`src/design/cfhs_pkg.sv`:
```
// Package for the coarse/fine homing sequencer.
// Holds field widths, the phase and register index codes, and speed helpers.
// Used by the channel interfaces and by the top level.
package cfhs_pkg;

    localparam int SPEED_W     = 16;
    localparam int ANGLE_W     = 17;
    localparam int PHASE_W     = 3;
    localparam int CFG_DATA_W  = 17;
    localparam int CFG_INDEX_W = 3;

    localparam logic signed [SPEED_W-1:0] SPEED_MAX = 16'sh7FFF;
    localparam logic signed [SPEED_W-1:0] SPEED_MIN = 16'sh8000;
    localparam logic signed [SPEED_W-1:0] SPEED_ZERO = '0;

    typedef enum logic [PHASE_W-1:0] {
        PH_IDLE     = 3'd0,
        PH_BEGIN    = 3'd1,
        PH_COARSE   = 3'd2,
        PH_CFOUND   = 3'd3,
        PH_FINE     = 3'd4,
        PH_FFOUND   = 3'd5,
        PH_STEADY   = 3'd6,
        PH_COMPLETE = 3'd7
    } phase_t;

    typedef enum logic [CFG_INDEX_W-1:0] {
        REG_COARSE_SPEED = 3'd0,
        REG_FINE_SPEED   = 3'd1,
        REG_COARSE_UPPER = 3'd2,
        REG_COARSE_LOWER = 3'd3,
        REG_FINE_UPPER   = 3'd4,
        REG_FINE_LOWER   = 3'd5
    } cfg_index_t;

    typedef enum logic {
        CMD_TICK  = 1'b0,
        CMD_BEGIN = 1'b1
    } cmd_t;

    // Negation that saturates the most negative speed to the most positive one.
    function automatic logic signed [SPEED_W-1:0] neg_sat(
        input logic signed [SPEED_W-1:0] value
    );
        logic signed [SPEED_W-1:0] result;
        begin
            if (value == SPEED_MIN)
            begin
                result = SPEED_MAX;
            end
            else
            begin
                result = -value;
            end
            return result;
        end
    endfunction

endpackage

```
`src/design/cfhs_tick_if.sv`:
```
// Input channel of the homing sequencer: one tick or begin command per transfer.
// Depends on cfhs_pkg for field widths.
interface cfhs_tick_if;
    logic                                   valid;
    logic                                   ready;
    logic                                   cmd;
    logic signed [cfhs_pkg::ANGLE_W-1:0]    angle;
    logic                                   sensor_now;
    logic                                   sensor_confirm;

    modport source (output valid, output cmd, output angle, output sensor_now,
                    output sensor_confirm, input ready);
    modport sink (input valid, input cmd, input angle, input sensor_now,
                  input sensor_confirm, output ready);
endinterface

```
`src/design/cfhs_result_if.sv`:
```
// Output channel of the homing sequencer: one result per transfer.
// Depends on cfhs_pkg for field widths.
interface cfhs_result_if;
    logic                                   valid;
    logic                                   ready;
    logic signed [cfhs_pkg::SPEED_W-1:0]    drive_speed;
    logic                                   position_reset;
    logic                                   complete;
    logic [cfhs_pkg::PHASE_W-1:0]           phase;

    modport source (output valid, output drive_speed, output position_reset,
                    output complete, output phase, input ready);
    modport sink (input valid, input drive_speed, input position_reset,
                  input complete, input phase, output ready);
endinterface

```
`src/design/coarse_fine_homing_sequencer_unit.sv`:
```
// Top level of the coarse/fine homing sequencer.
// Depends on cfhs_pkg, cfhs_tick_if and cfhs_result_if.
//
// Usage: each transfer on the tick channel carries a command (tick or begin),
// the motor angle and two samples of the active-low home sensor. For every
// transfer the result channel delivers exactly one result: the drive speed,
// a position reset pulse, the complete flag and the phase after the step.
// The six setup registers are written through cfg_we, cfg_index and cfg_data;
// the user must write them only while no tick is in flight, which the block
// itself does not enforce. Writes to unused indexes are ignored.
// A tick is captured in an input register; when it advances, the phase and
// speed registers update and the result register loads. One tick can be
// taken in every cycle while the result channel keeps up.
// When the receiver stalls, the result register holds and one more tick can
// wait in the input register; after that the tick channel drops ready.
// Reset clears the phase to idle, the speed and all setup registers to zero
// and empties both registers.
module coarse_fine_homing_sequencer_unit (
    input  logic                                    clk,
    input  logic                                    rst_n,
    cfhs_tick_if.sink                               tick,
    cfhs_result_if.source                           result,
    input  logic                                    cfg_we,
    input  logic [cfhs_pkg::CFG_INDEX_W-1:0]        cfg_index,
    input  logic [cfhs_pkg::CFG_DATA_W-1:0]         cfg_data
);

    logic signed [cfhs_pkg::SPEED_W-1:0] coarse_speed_reg;
    logic signed [cfhs_pkg::SPEED_W-1:0] fine_speed_reg;
    logic signed [cfhs_pkg::ANGLE_W-1:0] coarse_upper_reg;
    logic signed [cfhs_pkg::ANGLE_W-1:0] coarse_lower_reg;
    logic signed [cfhs_pkg::ANGLE_W-1:0] fine_upper_reg;
    logic signed [cfhs_pkg::ANGLE_W-1:0] fine_lower_reg;

    logic                                s1_valid_reg;
    logic                                s1_cmd_reg;
    logic signed [cfhs_pkg::ANGLE_W-1:0] s1_angle_reg;
    logic                                s1_now_reg;
    logic                                s1_confirm_reg;

    cfhs_pkg::phase_t                    phase_reg;
    cfhs_pkg::phase_t                    phase_next;
    logic signed [cfhs_pkg::SPEED_W-1:0] speed_reg;
    logic signed [cfhs_pkg::SPEED_W-1:0] speed_next;

    logic                                out_valid_reg;
    logic signed [cfhs_pkg::SPEED_W-1:0] out_speed_reg;
    logic                                out_prst_reg;
    logic                                out_complete_reg;
    cfhs_pkg::phase_t                    out_phase_reg;

    logic                                prst_next;
    logic                                advance;
    logic                                now_det;
    logic                                conf_det;
    logic                                confirmed;
    logic signed [cfhs_pkg::ANGLE_W-1:0] sweep_upper;
    logic signed [cfhs_pkg::ANGLE_W-1:0] sweep_lower;
    logic signed [cfhs_pkg::SPEED_W-1:0] swept_speed;

    assign advance     = s1_valid_reg && (!out_valid_reg || result.ready);
    assign tick.ready  = !s1_valid_reg || advance;

    // Setup registers.
    always_ff @(posedge clk or negedge rst_n)
    begin
        if (!rst_n)
        begin
            coarse_speed_reg <= '0;
            fine_speed_reg   <= '0;
            coarse_upper_reg <= '0;
            coarse_lower_reg <= '0;
            fine_upper_reg   <= '0;
            fine_lower_reg   <= '0;
        end
        else if (cfg_we)
        begin
            unique case (cfg_index)
                cfhs_pkg::REG_COARSE_SPEED: coarse_speed_reg <= cfg_data[cfhs_pkg::SPEED_W-1:0];
                cfhs_pkg::REG_FINE_SPEED:   fine_speed_reg   <= cfg_data[cfhs_pkg::SPEED_W-1:0];
                cfhs_pkg::REG_COARSE_UPPER: coarse_upper_reg <= cfg_data[cfhs_pkg::ANGLE_W-1:0];
                cfhs_pkg::REG_COARSE_LOWER: coarse_lower_reg <= cfg_data[cfhs_pkg::ANGLE_W-1:0];
                cfhs_pkg::REG_FINE_UPPER:   fine_upper_reg   <= cfg_data[cfhs_pkg::ANGLE_W-1:0];
                cfhs_pkg::REG_FINE_LOWER:   fine_lower_reg   <= cfg_data[cfhs_pkg::ANGLE_W-1:0];
                default:
                begin
                end
            endcase
        end
    end

    // Input register.
    always_ff @(posedge clk or negedge rst_n)
    begin
        if (!rst_n)
        begin
            s1_valid_reg <= 1'b0;
        end
        else if (tick.ready)
        begin
            s1_valid_reg <= tick.valid;
        end
    end

    always_ff @(posedge clk)
    begin
        if (tick.valid && tick.ready)
        begin
            s1_cmd_reg     <= tick.cmd;
            s1_angle_reg   <= tick.angle;
            s1_now_reg     <= tick.sensor_now;
            s1_confirm_reg <= tick.sensor_confirm;
        end
    end

    assign now_det   = !s1_now_reg;
    assign conf_det  = !s1_confirm_reg;
    assign confirmed = now_det && conf_det;

    // Reversal at the sweep limits; the limits follow the current phase.
    always_comb
    begin
        if (phase_reg == cfhs_pkg::PH_FINE)
        begin
            sweep_upper = fine_upper_reg;
            sweep_lower = fine_lower_reg;
        end
        else
        begin
            sweep_upper = coarse_upper_reg;
            sweep_lower = coarse_lower_reg;
        end
        priority if (s1_angle_reg > sweep_upper && speed_reg > cfhs_pkg::SPEED_ZERO)
        begin
            swept_speed = cfhs_pkg::neg_sat(speed_reg);
        end
        else if (s1_angle_reg < sweep_lower && speed_reg < cfhs_pkg::SPEED_ZERO)
        begin
            swept_speed = cfhs_pkg::neg_sat(speed_reg);
        end
        else
        begin
            swept_speed = speed_reg;
        end
    end

    // Next phase and speed.
    always_comb
    begin
        phase_next = phase_reg;
        speed_next = speed_reg;
        if (s1_cmd_reg == cfhs_pkg::CMD_BEGIN)
        begin
            phase_next = cfhs_pkg::PH_BEGIN;
        end
        else
        begin
            unique case (phase_reg)
                cfhs_pkg::PH_BEGIN:
                begin
                    if (!now_det)
                    begin
                        speed_next = coarse_speed_reg;
                        phase_next = cfhs_pkg::PH_COARSE;
                    end
                    else if (conf_det)
                    begin
                        phase_next = cfhs_pkg::PH_COMPLETE;
                    end
                end
                cfhs_pkg::PH_COARSE:
                begin
                    speed_next = swept_speed;
                    if (confirmed)
                    begin
                        speed_next = fine_speed_reg;
                        phase_next = cfhs_pkg::PH_CFOUND;
                    end
                end
                cfhs_pkg::PH_CFOUND:
                begin
                    phase_next = cfhs_pkg::PH_FINE;
                end
                cfhs_pkg::PH_FINE:
                begin
                    speed_next = swept_speed;
                    if (confirmed)
                    begin
                        speed_next = cfhs_pkg::SPEED_ZERO;
                        phase_next = cfhs_pkg::PH_FFOUND;
                    end
                end
                cfhs_pkg::PH_FFOUND:
                begin
                    phase_next = cfhs_pkg::PH_STEADY;
                end
                cfhs_pkg::PH_STEADY:
                begin
                    phase_next = cfhs_pkg::PH_COMPLETE;
                end
                default:
                begin
                end
            endcase
        end
    end

    // Position reset pulses on the step that leaves either found phase.
    always_comb
    begin
        prst_next = (s1_cmd_reg == cfhs_pkg::CMD_TICK)
                    && (phase_reg == cfhs_pkg::PH_CFOUND || phase_reg == cfhs_pkg::PH_FFOUND);
    end

    always_ff @(posedge clk or negedge rst_n)
    begin
        if (!rst_n)
        begin
            phase_reg <= cfhs_pkg::PH_IDLE;
            speed_reg <= '0;
        end
        else if (advance)
        begin
            phase_reg <= phase_next;
            speed_reg <= speed_next;
        end
    end

    // Result register.
    always_ff @(posedge clk or negedge rst_n)
    begin
        if (!rst_n)
        begin
            out_valid_reg <= 1'b0;
        end
        else if (advance)
        begin
            out_valid_reg <= 1'b1;
        end
        else if (result.ready)
        begin
            out_valid_reg <= 1'b0;
        end
    end

    always_ff @(posedge clk)
    begin
        if (advance)
        begin
            out_speed_reg    <= speed_next;
            out_prst_reg     <= prst_next;
            out_complete_reg <= (phase_next == cfhs_pkg::PH_COMPLETE);
            out_phase_reg    <= phase_next;
        end
    end

    assign result.valid          = out_valid_reg;
    assign result.drive_speed    = out_speed_reg;
    assign result.position_reset = out_prst_reg;
    assign result.complete       = out_complete_reg;
    assign result.phase          = out_phase_reg;

    // A position reset is only reported on entry to the fine or steady phase.
    a_prst_phase: assert property (@(posedge clk) disable iff (!rst_n)
        (out_valid_reg && out_prst_reg)
            |-> (out_phase_reg == cfhs_pkg::PH_FINE || out_phase_reg == cfhs_pkg::PH_STEADY))
        else $error("position reset outside a found phase exit");

    // The drive is stopped from the fine found phase until a restart.
    a_stop_after_fine: assert property (@(posedge clk) disable iff (!rst_n)
        (phase_reg == cfhs_pkg::PH_FFOUND || phase_reg == cfhs_pkg::PH_STEADY)
            |-> (speed_reg == cfhs_pkg::SPEED_ZERO))
        else $error("drive speed not zero after fine search");

    // Idle is left only through a begin command.
    a_idle_holds: assert property (@(posedge clk) disable iff (!rst_n)
        (advance && s1_cmd_reg == cfhs_pkg::CMD_TICK && phase_reg == cfhs_pkg::PH_IDLE)
            |=> (phase_reg == cfhs_pkg::PH_IDLE))
        else $error("idle phase left without a begin command");

    // A held result keeps the sequencer state unchanged.
    a_state_holds_on_stall: assert property (@(posedge clk) disable iff (!rst_n)
        (out_valid_reg && !result.ready)
            |=> ($stable(phase_reg) && $stable(speed_reg)))
        else $error("sequencer state moved while result was stalled");

endmodule

```
`src/flat_wrapper.sv`:
```
// flat-port wrapper written by rule: the top's interface ports become plain ports
module coarse_fine_homing_sequencer_unit_flat 
  (clk, rst_n, cfg_we, cfg_index, cfg_data, tick_valid, tick_cmd, tick_angle, tick_sensor_now, tick_sensor_confirm, tick_ready, result_valid, result_drive_speed, result_position_reset, result_complete, result_phase, result_ready);
  cfhs_tick_if tick_i ();
  cfhs_result_if result_i ();
  input  logic clk;
  input  logic rst_n;
  input  logic cfg_we;
  input  logic [cfhs_pkg::CFG_INDEX_W-1:0] cfg_index;
  input  logic [cfhs_pkg::CFG_DATA_W-1:0] cfg_data;
  input wire logic [$bits(tick_i.valid)-1:0] tick_valid;
  input wire logic [$bits(tick_i.cmd)-1:0] tick_cmd;
  input wire logic [$bits(tick_i.angle)-1:0] tick_angle;
  input wire logic [$bits(tick_i.sensor_now)-1:0] tick_sensor_now;
  input wire logic [$bits(tick_i.sensor_confirm)-1:0] tick_sensor_confirm;
  output wire logic [$bits(tick_i.ready)-1:0] tick_ready;
  output wire logic [$bits(result_i.valid)-1:0] result_valid;
  output wire logic [$bits(result_i.drive_speed)-1:0] result_drive_speed;
  output wire logic [$bits(result_i.position_reset)-1:0] result_position_reset;
  output wire logic [$bits(result_i.complete)-1:0] result_complete;
  output wire logic [$bits(result_i.phase)-1:0] result_phase;
  input wire logic [$bits(result_i.ready)-1:0] result_ready;
  assign tick_i.valid = tick_valid;
  assign tick_i.cmd = tick_cmd;
  assign tick_i.angle = tick_angle;
  assign tick_i.sensor_now = tick_sensor_now;
  assign tick_i.sensor_confirm = tick_sensor_confirm;
  assign tick_ready = tick_i.ready;
  assign result_valid = result_i.valid;
  assign result_drive_speed = result_i.drive_speed;
  assign result_position_reset = result_i.position_reset;
  assign result_complete = result_i.complete;
  assign result_phase = result_i.phase;
  assign result_i.ready = result_ready;
  coarse_fine_homing_sequencer_unit u_core (.clk(clk), .rst_n(rst_n), .tick(tick_i), .result(result_i), .cfg_we(cfg_we), .cfg_index(cfg_index), .cfg_data(cfg_data));
endmodule
```
`config.mk`:
```
export PLATFORM = sky130hd
export DESIGN_NAME = coarse_fine_homing_sequencer_unit_flat
export DESIGN_NICKNAME = d
export VERILOG_FILES = /design/src/design/cfhs_pkg.sv /design/src/design/cfhs_tick_if.sv /design/src/design/cfhs_result_if.sv /design/src/design/coarse_fine_homing_sequencer_unit.sv /design/src/flat_wrapper.sv
export SDC_FILE = /design/constraint.sdc
export NUM_CORES = 1
export LEC_CHECK = 0
export BUFFER_PORTS_ARGS = -buffer_cell sky130_fd_sc_hd__buf_2
export CAP_MARGIN = 0
export CORE_MARGIN = 2
export CORE_UTILIZATION = 30
export CTS_CLUSTER_SIZE = 20
export DETAILED_ROUTE_END_ITERATION = 7
export PLACE_DENSITY = 0.57
export SLEW_MARGIN = 20
export SYNTH_ARGS = -nofsm -noshare
export SYNTH_HDL_FRONTEND = slang
export SYNTH_SLANG_ARGS = --single-unit
export TNS_END_PERCENT = 100
```
`constraint.sdc`:
```
create_clock -name clk -period 3.9 [get_ports clk]
set_clock_uncertainty 0.1 [all_clocks]
set_input_delay 0.39 -clock clk [delete_from_list [all_inputs] [get_ports clk]]
set_output_delay 0.39 -clock clk [all_outputs]
set_load 0.03 [all_outputs]
```
==> results of run 1 <==
[logic make-up after synthesis]
logic type | Yosys count | share of synthesized area
XOR/XNOR | 1 | 0.00107
multiplexers | 141 | 0.187
AND/OR/NAND/NOR | 152 | 0.0964
buffers and inverters | 47 | 0.0244
flip-flops | 162 | 0.519
AO/OA/AOI/OAI | 145 | 0.121
adder cells (fa/ha/maj) | 34 | 0.0518
[per-stage QoR]
| step | instance area, um2 | worst slack, ps | setup TNS [ps] | hold slack, ps |
|---|---|---|---|---|
| 2_1_floorplan | 8220 | 56.4 | 0 | -5.59 |
| 3_3_place_gp | 9080 | 86.2 | 0 | 375 |
| 3_5_place_dp | 9080 | 8.22 | 0 | 377 |
| 4_1_cts | 9710 | 29.3 | 0 | 13.9 |
| 5_1_grt | 9800 | -22.6 | -62.5 | 9.43 |
| 6_report | 9800 | 185 | 0 | -29.9 |
[metal layers]
layer	share of wire	up-vias	track usage
met5	0	-	0
met2	0.45	173	0.237
met3	0.056	19	0.0319
li1	-	2762	-
met1	0.48	2917	0.219
met4	0.013	0	0.0468
[power breakdown]
group	switching, mW	internal, mW	total, mW
registers	0.294	2.14	2.43
logic	1.13	0.881	2.01
clock network	0.736	0.950	1.69
total	2.16	3.97	6.13
[cell type report]
type / instances / area share
flip-flops and latches: 162 / 0.434
repair buffers: 101 / 0.0670
well taps: 341 / 0.0435
multi-input cells: 473 / 0.389
clock inverters: 15 / 0.0163
clock buffers: 17 / 0.0434
inverters: 16 / 0.00613
[timing repair]
item / in CTS / in global routing
setup buffers: 1 / 5
hold endpoints to repair: 0 / 0
pin swaps: 1 / 8
hold buffers: 0 / 0
setup endpoints to repair: 1 / 24
resized for setup: 0 / 10
gates cloned: 1 / 2
[cells in the final DEF, fill, tap and decap left out, drive strengths merged, types with 14 or more instances in the layout]
| cell type | Yosys | layout |
|---|---|---|
| nor3 | 14 | 14 |
| o21ai | 34 | 34 |
| dfrtp | 121 | 121 |
| clkbuf | 19 | 18 |
| mux2 | 101 | 101 |
| a21oi | 32 | 32 |
| buf | 12 | 100 |
| nor2 | 32 | 32 |
| edfxtp | 41 | 41 |
| ha | 34 | 34 |
| inv | 16 | 19 |
| nand2 | 44 | 44 |
| mux2i | 40 | 40 |
[worst max path at each step]
stage | from | endpoint | slack (ps) | cells past startpoint
after global routing | u_core.phase_reg[0] | u_core.result.drive_speed[2] | -20 | 16
after floorplan | u_core.phase_reg[1] | u_core.result.drive_speed[7] | 60 | 15
final | u_core.phase_reg[0] | u_core.result.drive_speed[10] | 190 | 16
after detailed placement | u_core.phase_reg[1] | u_core.result.drive_speed[13] | 8 | 13
after CTS | u_core.phase_reg[0] | u_core.result.drive_speed[13] | 30 | 14
after global placement | u_core.phase_reg[1] | u_core.result.drive_speed[13] | 90 | 13
==> impl_metrics.json, run 1 <==
{
  "grt_max_degree": 70,
  "root_buffer": "clkbuf_16",
  "slowest_delay_ps": 410,
  "gp_congestion": 0.884,
  "synth_commonest_cells": "121 x dfrtp_1, 101 x mux2_2, 44 x nand2_1, 41 x edfxtp_1, 40 x mux2i_1",
  "hold_class": "in2async",
  "start_kind": "flop",
  "wl_mm": 21.4,
  "yosysTopAreaCell": "dfrtp_1",
  "status": "finished with violations",
  "num_antenna_cells": 0,
  "hold_violations": 15,
  "initial_utilization": 0.305,
  "worstPathArrival_ps": 3790,
  "rr_endpoint": "u_core.result.drive_speed[10]",
  "path_class": "reg2reg",
  "ys_async_sr_fraction": 0.747,
  "viasPerCell": 5.22,
  "portBuffers": 67,
  "path_cells": "nor3b_4 -> buf_6 -> buf_12 -> mux2i_1 -> ha_1 -> nand4_1 -> nor4_2 -> a221oi_2 -> or3_1 -> buf_4 -> o211ai_1 -> buf_4 -> buf_4 -> nand2_1 -> a311oi_2 -> o21ai_0",
  "setup_violations": 0,
  "overflow": 0,
  "ys_ff_latch": 162,
  "synthTopCellsByArea": "dfrtp_1 37%, edfxtp_1 15%, mux2_2 14%",
  "period_share": 0.953,
  "post_drt_wl_per_cell_um": 19.0,
  "num_rows": 60,
  "place_inst": 1084,
  "p_leak_nw": 4.06,
  "ff2ff_setup_slack_ps": 190,
  "fillers": 2655,
  "antenna_found_initial": 0,
  "area_growth_pct": 19.4,
  "cp_num_buf_inv": 5,
  "synth.most_common_cell": "dfrtp_1",
  "die_h_um": 169,
  "cp_max_fo": 9,
  "num_io_pins": 68,
  "ir_drop_v": 0.000218,
  "cpMostUsedCell": "buf_4",
  "synthesis.nets": 761,
  "coreArea_mm2": 0.0270,
  "worst-r2r-cell-count": 16,
  "place_hpwl_mm": 14.8,
  "holdWs_ps": -29.9,
  "crit_required_ps": 3970,
  "drt_first_pass_iters": 5,
  "p_per_area_mw_per_mm2": 625,
  "drv_slew": 0,
  "cts.htree.levels": 4,
  "register_area_mm2": 0.00426,
  "fp.dieW_um": 169,
  "ys_seq_area_frac": 0.519,
  "reg2reg_from": "u_core.phase_reg[0]",
  "grt_pass1_wl_mm": 33.8,
  "synth_ff_type": "dfrtp_1",
  "synth-edff-count": 41,
  "grt_pass1_vias": 5826,
  "drc": 0,
  "syn_area_mm2": 0.00821,
  "critPathTopFamily": "simple AND/OR/NAND/NOR gates",
  "clockBufferDepth": 2,
  "nNetsFinal": 850,
  "drtAntennaViolNets": 0,
  "numCtsBuffers": 17,
  "power.total_mw": 6.13,
  "finalNonFillerCells": 1125,
  "syn_inst": 682,
  "ys_warn_count": 0,
  "relSlewSlack": 0.390,
  "drt_iter0_drc": 315,
  "yosysUniqueCellTypes": 64,
  "violations": "negative hold slack",
  "utilization": 0.364,
  "vias": 5871,
  "multi_input_area_mm2": 0.00382,
  "clk_pin_slew_ps": 70,
  "end_kind": "flop",
  "cts_tree": "built",
  "min_period_ps": 3710,
  "grt.total_usage": 0.154,
  "clock.fmax_mhz": 269,
  "worstMarginPinSlew_ps": 916,
  "crit_slowest_cell": "dfrtp_1",
  "synth_area_per_cell_um2": 12.0,
  "clock_latency_ps": 440,
  "die_area_mm2": 0.0287,
  "clkSinkCount": 162,
  "maxCapViolCount": 0,
  "drive_gt1_frac": 0.330,
  "synth_top_cell_area_share": 0.369
}
Power figures use the tool's default switching activity.
==> run 2: changes to the inputs <==
- ABC_CLOCK_PERIOD_IN_PS: not set -> 3900
- CORE_ASPECT_RATIO: not set -> 1.2
==> impl_metrics.json, run 2 (synthesized netlist as in run 1, its figures left out) <==
{
  "hold_class": "in2reg",
  "maxCapViolCount": 0,
  "clockBufferDepth": 2,
  "grt_max_degree": 73,
  "vias": 5854,
  "gp_congestion": 0.885,
  "min_period_ps": 3770,
  "drive_gt1_frac": 0.326,
  "p_sw_mw": 2.18,
  "drc": 0,
  "p_per_area_mw_per_mm2": 618,
  "portBuffers": 67,
  "fp.dieW_um": 155,
  "final_common_cell": "dfrtp_1",
  "p_leak_nw": 4.03,
  "slowest_delay_ps": 410,
  "nNetsFinal": 848,
  "root_buffer": "clkbuf_16",
  "initial_utilization": 0.304,
  "worstMarginPinSlew_ps": 833,
  "drt_iter0_drc": 385,
  "fin_ws_ps": 127,
  "crit_slowest_cell": "dfrtp_1",
  "numCtsBuffers": 17,
  "grt_pass1_vias": 5896,
  "power.total_mw": 6.03,
  "multi_input_area_mm2": 0.00381,
  "period_share": 0.967,
  "grt_pass1_wl_mm": 33.3,
  "cts.htree.levels": 4,
  "start_kind": "flop",
  "dr_wl_met2_mm": 10.9,
  "num_antenna_cells": 0,
  "overflow": 0,
  "clockPowerShare": 0.268,
  "holdWs_ps": 23.7,
  "power.internal_mw": 3.85,
  "wl_met1_mm": 9.34,
  "worstPathArrival_ps": 3860,
  "setup_violations": 0,
  "path_class": "reg2reg",
  "seqPwrFrac": 0.402,
  "clk_pin_slew_ps": 70,
  "clock_latency_ps": 440,
  "grt.total_usage": 0.152,
  "relSlewSlack": 0.443,
  "crit_required_ps": 3980,
  "path_cells": "nor3b_4 -> buf_12 -> buf_4 -> mux2i_1 -> ha_1 -> nor3b_1 -> a211o_1 -> a21o_1 -> a31o_2 -> o211ai_1 -> buf_4 -> o211ai_1 -> o211a_1 -> a221o_1",
  "status": "complete, no violations",
  "fillers": 2622,
  "sw_frac_of_total": 0.362,
  "antenna_found_initial": 0,
  "wl_mm": 21.4,
  "area_growth_pct": 18.8,
  "register_area_mm2": 0.00426,
  "viasPerCell": 5.22,
  "ir_drop_v": 0.000343,
  "top_layer": "met4",
  "drtAntennaViolNets": 0,
  "die_h_um": 185,
  "cts_tree": "built",
  "met3WireLength_um": 867,
  "place_hpwl_mm": 15.4,
  "post_drt_wl_per_cell_um": 19.1,
  "num_rows": 66,
  "end_kind": "flop",
  "drt_first_pass_iters": 6,
  "combPwrFrac": 0.330,
  "die_area_mm2": 0.0287,
  "drv_slew": 0,
  "mostFrequentLayoutCells": "121 x dfrtp_1, 101 x mux2_2, 66 x buf_2, 44 x nand2_1, 41 x edfxtp_1",
  "cp_max_fo": 11,
  "place_ws_ps": 61.0,
  "hold_violations": 0,
  "clock.fmax_mhz": 265,
  "clkSinkCount": 162,
  "num_io_pins": 68,
  "coreArea_mm2": 0.0270
}
==> run 2: through the flow <==
| step | setup TNS (ps) | instances | util | cell area (um2) |
|---|---|---|---|---|
| CTS | 0 | 1119 | 0.359 | 9690 |
| floorplan | 0 | 682 | - | 8220 |
| global route | -165 | 1122 | 0.361 | 9760 |
| finish | 0 | 1122 | 0.361 | 9760 |
| global placement | 0 | 1086 | 0.338 | 9120 |
| detailed placement | 0 | 1086 | 0.338 | 9120 |
==> run 2: cell type report <==
class | instances | area share
repair buffers | 99 | 0.0651
clock inverters | 15 | 0.0142
well taps | 340 | 0.0436
flip-flops and latches | 162 | 0.436
multi-input cells | 473 | 0.391
inverters | 16 | 0.00615
clock buffers | 17 | 0.0436
==> run 2: worst paths after layout <==
check / start / to / slack, ps / depth (start not counted)
max: u_core.phase_reg[0] / u_core.result.drive_speed[7] / 130 / 14
min: tick_angle[0] / u_core.s1_angle_reg[0] / 20 / 1
max reg2reg: u_core.phase_reg[0] / u_core.result.drive_speed[7] / 130 / 14
min reg2reg: u_core.s1_valid_reg / u_core.result.valid / 390 / 1
max in group asynchronous: rst_n / u_core.coarse_lower_reg[8] / 2390 / 3
min in group asynchronous: rst_n / u_core.result.valid / 440 / 2
==> run 2: critical path: cells and delay by family, from the launching register on <==
family                   cells  cell delay (ps)
AO/OA/AOI/OAI                7             1490
flip-flops                   1              410
adder cells (fa/ha/maj)      1              270
buffers and inverters        3              570
AND/OR/NAND/NOR              2              460
multiplexers                 1              190
==> run 2: metal layers <==
metal | global-route usage | vias to the layer above
met5 | 0 | -
met1 | 0.186 | 2941
met2 | 0.269 | 134
met3 | 0.0316 | 24
li1 | - | 2755
met4 | 0.0452 | 0
==> run 2: timing repair <==
item	in CTS	in global routing
hold buffers	1	0
setup buffers	0	2
setup endpoints to repair	0	17
gates resized for setup	0	6
hold endpoints to repair	49	0
==> run 2: power groups by stage <==
stage / combinational (mW) / sequential (mW) / clock (mW)
after floorplan: 1.35 / 2.43 / 0
after global placement: 1.91 / 2.45 / 0
after detailed placement: 1.93 / 2.45 / 0
after CTS: 1.95 / 2.42 / 1.67
after global routing: 2.20 / 2.47 / 1.73
final: 1.99 / 2.42 / 1.62
